### src/rtl/core/assert_macros.svh
// Assertion macros shared by the quaternion to rotation matrix block
`ifndef ASSERT_MACROS_SVH
`define ASSERT_MACROS_SVH
`ifndef SYNTHESIS
// Check that a property holds at every clock edge outside reset
`define QRM_ASSERT(label, prop) \
    label: assert property (@(posedge clk) disable iff (!rst_n) (prop)) \
        else $error("qrm: assertion failed");
// Check that a condition in one cycle implies another in the next
`define QRM_ASSERT_NEXT(label, ante, cons) \
    label: assert property (@(posedge clk) disable iff (!rst_n) (ante) |=> (cons)) \
        else $error("qrm: assertion failed");
`else
`define QRM_ASSERT(label, prop)
`define QRM_ASSERT_NEXT(label, ante, cons)
`endif
`endif

### src/rtl/core/qrm_pkg.sv
// Types, constants and helpers of the quaternion to rotation matrix block
`timescale 1ns / 1ps
package qrm_pkg;

    localparam int QW    = 16;  // internal component width, Q2.13
    localparam int CTR_W = 24;
    localparam int N_W   = 33;  // squared norm
    localparam int Y_W   = 31;  // inverse square root, Q1.30
    localparam int C_W   = 34;  // scaled components, Q.30
    localparam int P_W   = 68;  // component products
    localparam int E_W   = 70;  // matrix entry before rounding
    localparam int ENT_W = 16;

    typedef logic [1:0] mode_t;
    localparam mode_t MODE_NORM  = 2'd0;
    localparam mode_t MODE_FAST  = 2'd1;
    localparam mode_t MODE_TRANS = 2'd2;
    localparam mode_t MODE_RSVD  = 2'd3;  // unused code, behaves as normalized

    typedef logic signed [QW-1:0]    comp_t;
    typedef logic signed [CTR_W-1:0] ctr_t;

    // Side data that travels with every item
    typedef struct packed {
        mode_t      mode;
        logic       zero;
        logic [4:0] shr;
        comp_t      qw;
        comp_t      qx;
        comp_t      qy;
        comp_t      qz;
        ctr_t       cx;
        ctr_t       cy;
        ctr_t       cz;
    } side_t;

    // Newton iterate and scaled norm
    typedef struct packed {
        logic [Y_W-1:0] y;
        logic [Y_W-1:0] mm;
    } nwt_t;

    // Result beat, last field in the lowest bits
    typedef struct packed {
        ctr_t                        tz;
        ctr_t                        ty;
        ctr_t                        tx;
        logic [8:0][ENT_W-1:0]       m;
    } result_t;

    localparam logic [Y_W-1:0]  SEED_C     = 31'd1825361101;
    localparam logic [Y_W-1:0]  SEED_HI_C  = 31'd1342177280;
    localparam logic [31:0]     DIV7_C     = 32'd3006477107;
    localparam logic [31:0]     THREE_Q30  = 32'd3221225472;
    localparam logic signed [C_W-1:0] ONE_Q30 = {{(C_W-31){1'b0}}, 1'b1, 30'd0};
    localparam logic signed [E_W-1:0] ONE_Q60 = {{(E_W-61){1'b0}}, 1'b1, 60'd0};
    localparam logic signed [E_W-1:0] RND_HALF = {{(E_W-46){1'b0}}, 1'b1, 45'd0};

    // Round half up from Q.60 to Q1.14 and saturate
    function automatic logic [ENT_W-1:0] rnd_sat(input logic signed [E_W-1:0] v);
        logic signed [E_W-1:0] r;
        begin
            r = (v + RND_HALF) >>> 46;
            if (r > 32767)
                r = 32767;
            else if (r < -32768)
                r = -32768;
            return r[ENT_W-1:0];
        end
    endfunction

endpackage

### src/rtl/core/qrm_skid.sv
// Output register with a skid stage that holds one beat during a stall
`timescale 1ns / 1ps
module qrm_skid (
    input  logic             clk,
    input  logic             rst_n,
    input  logic             in_valid,
    input  qrm_pkg::result_t in_data,
    output logic             in_ready,
    output logic             out_valid,
    input  logic             out_ready,
    output qrm_pkg::result_t out_data
);
    import qrm_pkg::*;

    logic    out_valid_reg, skid_valid_reg;
    result_t out_data_reg, skid_data_reg;

    // Track occupancy of both registers
    always_ff @(posedge clk or negedge rst_n)
    begin
        if (!rst_n)
        begin
            out_valid_reg  <= 1'b0;
            skid_valid_reg <= 1'b0;
        end
        else if (!skid_valid_reg)
        begin
            if (out_valid_reg && !out_ready)
                skid_valid_reg <= in_valid;
            else
                out_valid_reg <= in_valid;
        end
        else if (out_ready)
        begin
            skid_valid_reg <= 1'b0;
        end
    end

    // Move the beat into the output or park it in the skid stage
    always_ff @(posedge clk)
    begin
        if (!skid_valid_reg)
        begin
            if (out_valid_reg && !out_ready)
                skid_data_reg <= in_data;
            else
                out_data_reg <= in_data;
        end
        else if (out_ready)
        begin
            out_data_reg <= skid_data_reg;
        end
    end

    assign in_ready  = !skid_valid_reg;
    assign out_valid = out_valid_reg;
    assign out_data  = out_data_reg;

endmodule

### config.mk
export PLATFORM = sky130hd
export DESIGN_NAME = qrm_skid
export DESIGN_NICKNAME = d
export VERILOG_FILES = /design/src/rtl/core/assert_macros.svh /design/src/rtl/core/qrm_pkg.sv /design/src/rtl/core/qrm_skid.sv
export SDC_FILE = /design/constraint.sdc
export NUM_CORES = 1
export LEC_CHECK = 0
export ABC_AREA = 1
export BUFFER_PORTS_ARGS = -buffer_cell sky130_fd_sc_hd__buf_2
export CELL_PAD_IN_SITES_DETAIL_PLACEMENT = 1
export CELL_PAD_IN_SITES_GLOBAL_PLACEMENT = 1
export CORE_UTILIZATION = 35
export CTS_BUF_LIST = sky130_fd_sc_hd__clkbuf_8
export CTS_CLUSTER_DIAMETER = 120
export DETAILED_ROUTE_END_ITERATION = 12
export PLACE_DENSITY = 0.77
export SLEW_MARGIN = 10
export SYNTH_ARGS = -nofsm -noshare
export SYNTH_HDL_FRONTEND = slang
export SYNTH_SLANG_ARGS = --single-unit
### constraint.sdc
create_clock -name clk -period 15.82 [get_ports clk]
set_input_delay 0.791 -clock clk [delete_from_list [all_inputs] [get_ports clk]]
set_output_delay 0.791 -clock clk [all_outputs]
set_load 0.02 [all_outputs]
# After elaboration in Yosys (flattened, before gate mapping)
# Cells that the tools add are included.
totals:
  ff_bits: 434
  input_bits: 220
  output_inout_bits: 218
  word_cells: 42
classes:
  n_eq_ne: 2
  n_mux: 6
  bitwise_logic: 2
  n_reduce_logical: 6
ops:
  columns: ["operator", "count"]
  rows:
  - ["$mux 216", 3]
  - ["$reduce_and 2->1", 3]
  - ["$ne 2x2->1 const B", 2]
  - ["$mux 1", 3]
  - ["$logic_not 1->1", 2]
  - ["$not 1->1", 2]
  - ["$logic_and 1x1->1", 1]

# Logic depth before layout (Yosys ltp)
logic_depth:
  word_depth: 4
  mapped_depth: 5
  mapped_depth_nobuf: 4

# Worst setup path before layout
# OpenSTA, ideal clock, no wires.
synth_path:
  kind: "reg-to-reg"
  startpoint: "register skid_valid_reg"
  endpoint: "register out_data_reg, in the netlist out_data[0] (enable)"
  arrival_time_ps: 15619
  required_time_ps: 14728
  slack_ps: -891
  stages_incl_launch_ff: 3
  path_buffers: 1
  path_cell_list: "dfrtp_1 buf_2 o21ai_0"
synth_between:
  elab_chain_cells: 2
  elab_cells_between_ends: 3
synth_lines:
  columns: ["element", "line_no", "text"]
  rows:
  - ["from (decl)", "qrm_skid.sv:15", "logic out_valid_reg, skid_valid_reg;"]
  - ["from (signal assigned)", "qrm_skid.sv:29", "skid_valid_reg <= in_valid;"]
  - ["$ne 2x2->1 (no source line)", null, null]
  - ["$reduce_and 2->1 (no source line) *", null, null]
  - ["to (signal assigned)", "qrm_skid.sv:47", "out_data_reg <= in_data;"]
  - ["to (signal assigned)", "qrm_skid.sv:51", "out_data_reg <= skid_data_reg;"]
  - ["to (decl)", "qrm_skid.sv:16", "result_t out_data_reg, skid_data_reg;"]
# Mark *: on every way between the ends. The rest lies on a longest branch, timed or not.
# A chain may end at the register's enable or synchronous reset.

# Worst setup path in the final report
layout_path:
  startpoint: "register skid_valid_reg"
  endpoint: "register out_data_reg, in the netlist out_data[186] (enable)"
# The elaborated chain is that of the path after synthesis.

==> results.sh <==
export IMPL_die_area_mm2=0.04597
export IMPL_die_h_um=214.4
export IMPL_hold_depth=1
export IMPL_holdCritStartpoint="in_data[3]"
export IMPL_wl_um=41190
export IMPL_hold_end="skid_data_reg[3]"
export IMPL_synth_cell_types=10
export IMPL_critPathMaxFanout=75
export IMPL_insertion_delay_ns=0.61
export IMPL_syn_area_mm2=0.01579
export IMPL_synthesis_nets=1362
export IMPL_ios=438
export IMPL_irDropWorstVdd_v=0.00007724
export IMPL_synth_warnings=0
export IMPL_arrival_ns=3.76
export IMPL_design_core_area_mm2=0.04432
export IMPL_leakage_nw=8.683
export IMPL_die_width_um=214.4
export IMPL_numPortBuffers=437
export IMPL_hold_viol_final=0
export IMPL_synthCells=1142
export IMPL_most_common_layout_cells="nand2_1, buf_2, edfxtp_1"
export IMPL_final_common_cell="nand2_1"
export IMPL_relSlewSlack_pct=28.94
export IMPL_drtIter0Drc=606
export IMPL_clockBufferDepth=3
export IMPL_firstDrtPassIters=5
export IMPL_start_util_pct=35.63
export IMPL_cts_tree="yes"
export IMPL_post_cts_repair_setup_buffers=0
export IMPL_grt_overflow=0
export IMPL_avgSynthCellArea_um2=13.83
export IMPL_grt_pass1_vias=10831
export IMPL_grt_max_degree=91
export IMPL_antenna_found_initial=12
export IMPL_nNetsFinal=1841
export IMPL_wire_per_inst_um=18.17
export IMPL_h_tree_depth=3
export IMPL_cts_root_buf="clkbuf_8"
export IMPL_outcome="finished, final reports clean"
export IMPL_dp_hpwl_um=27340
export IMPL_worst_slew_pin_slew_ns=1.066
export IMPL_remaining_drc_errors=0
export IMPL_setup_viol=0
export IMPL_reg2reg_depth=3
export IMPL_rrSetupSlack_ns=12.29
export IMPL_timing_final_crit_share_pct=22.34
export IMPL_r2r_end="out_data[186]"
export IMPL_vias_per_cell=4.516
export IMPL_cts_sinks=434
export IMPL_critPathRequiredTime_ns=16.05
export IMPL_grtUsageTotal_pct=17.80
export IMPL_min_period_ns=3.533
export IMPL_drive_gt1_share_pct=32.24
export IMPL_num_rows=77
export IMPL_worstReg2RegStart="skid_valid_reg"
export IMPL_area_growth_pct=25.76
export IMPL_fmax_mhz=283.0
export IMPL_grt_setup_unrepaired="no"
export IMPL_end_kind="flop"
export IMPL_grt_pass1_wl_um=62980
export IMPL_worstSetupStartpointType="flop"
export IMPL_vias=10238
export IMPL_fin_skew_ns=0.02066
export IMPL_maxCapViolCount=0
export IMPL_tns_ns=0
export IMPL_hold_path_class="in -> reg"
export IMPL_critPathKind="reg -> reg"
export IMPL_clkTransAtPathRegs_ns=0.06
export IMPL_gp_congestion=0.8037
export IMPL_drtAntennaViolNets=0
export IMPL_hold_slack_ns=0.3586
export IMPL_yosysSeqAreaShare_pct=82.47
export IMPL_ys_ff_latch=434
export IMPL_cts_inserted_buffers=76
export IMPL_power_density_mw_per_mm2=142.9
export IMPL_maxSlewViolCount=0
timing repair:
| action | in CTS | in global routing |
|---|---|---|
| hold buffers | 1 | 0 |
| resized for setup | 0 | 0 |
| endpoints found under the setup margin | 0 | 0 |
| endpoints found under the hold margin | 2 | 0 |
Yosys cell counts:
| library cell | instances | area (um^2) |
|---|---|---|
| nand2_1 | 655 | 2459 |
| inv_1 | 1 | 3.750 |
| inv_2 | 1 | 3.750 |
| buf_2 | 29 | 145.1 |
| nand3_1 | 1 | 5.000 |
| o21ai_0 | 1 | 5.000 |
| dfrtp_1 | 2 | 50.05 |
| nor2_1 | 1 | 3.750 |
| buf_4 | 19 | 142.6 |
| edfxtp_1 | 432 | 12970 |
cell type report:
| cell class | count | area [um^2] |
|---|---|---|
| Sequential cell | 434 | 13030 |
| Tap cell | 592 | 740.7 |
| Antenna cell | 3 | 7.507 |
| Fill cell | 4819 | 24460 |
| Timing Repair Buffer | 449 | 2280 |
| Multi-Input combinational cell | 658 | 2491 |
| Clock inverter | 50 | 212.7 |
| Inverter | 2 | 12.51 |
| Clock buffer | 79 | 1087 |
worst max-delay path, cell delays in order, from the launching register on:
cell     delay [ns]
dfrtp_4        0.75
o21ai_4        0.48
buf_4          0.89
buf_4          0.92
logic make-up (layout without fill, tap and decap cells):
logic type,count (synthesis),in the layout,synth area share (%)
simple gates,657,657,15.63
compound gates,1,1,0.03167
flops,434,434,82.47
buf+inv,50,580,1.870
other cells,0,3,0
where the power goes:
part           total (mW)  switching, mW  internal, mW  leakage, nW
logic               0.434          0.317         0.117         3.72
clock network       0.903          0.443         0.460        0.734
registers            1.50         0.0511          1.45         4.23
per-layer routing:
metal / global-route usage [%] / share of wire [%]
met5: 0 / 0.27
met4: 5.381 / 2.0
met3: 6.879 / 7.5
met2: 29.43 / 49
met1: 21.47 / 41
metrics by stage:
step / cells / instance area, um^2 / setup WS (ns) / util, % / power (mW)
5_1_grt: 2265 / 19850 / 12.06 / 44.80 / 2.965
6_report: 2267 / 19860 / 12.29 / 44.81 / 2.837
3_3_place_gp: 2134 / 18540 / 12.32 / 41.84 / 1.945
2_1_floorplan: 1142 / 15790 / 4.937 / - / 1.808
3_5_place_dp: 2134 / 18540 / 12.20 / 41.84 / 1.965
4_1_cts: 2264 / 19850 / 12.21 / 44.79 / 2.882
worst max path at each step:
| stage | slack, ns | cells after the start | from | endpoint |
|---|---|---|---|---|
| finish | 12.29 | 3 | skid_valid_reg | out_data[186] |
| floorplan | 4.94 | 2 | skid_valid_reg | out_data[0] |
| detailed placement | 12.20 | 3 | skid_valid_reg | out_data[118] |
| global route | 12.06 | 3 | skid_valid_reg | out_data[186] |
| CTS | 12.21 | 3 | skid_valid_reg | out_data[172] |
| global placement | 12.32 | 3 | skid_valid_reg | out_data[146] |
Power figures use the tool's default switching activity.
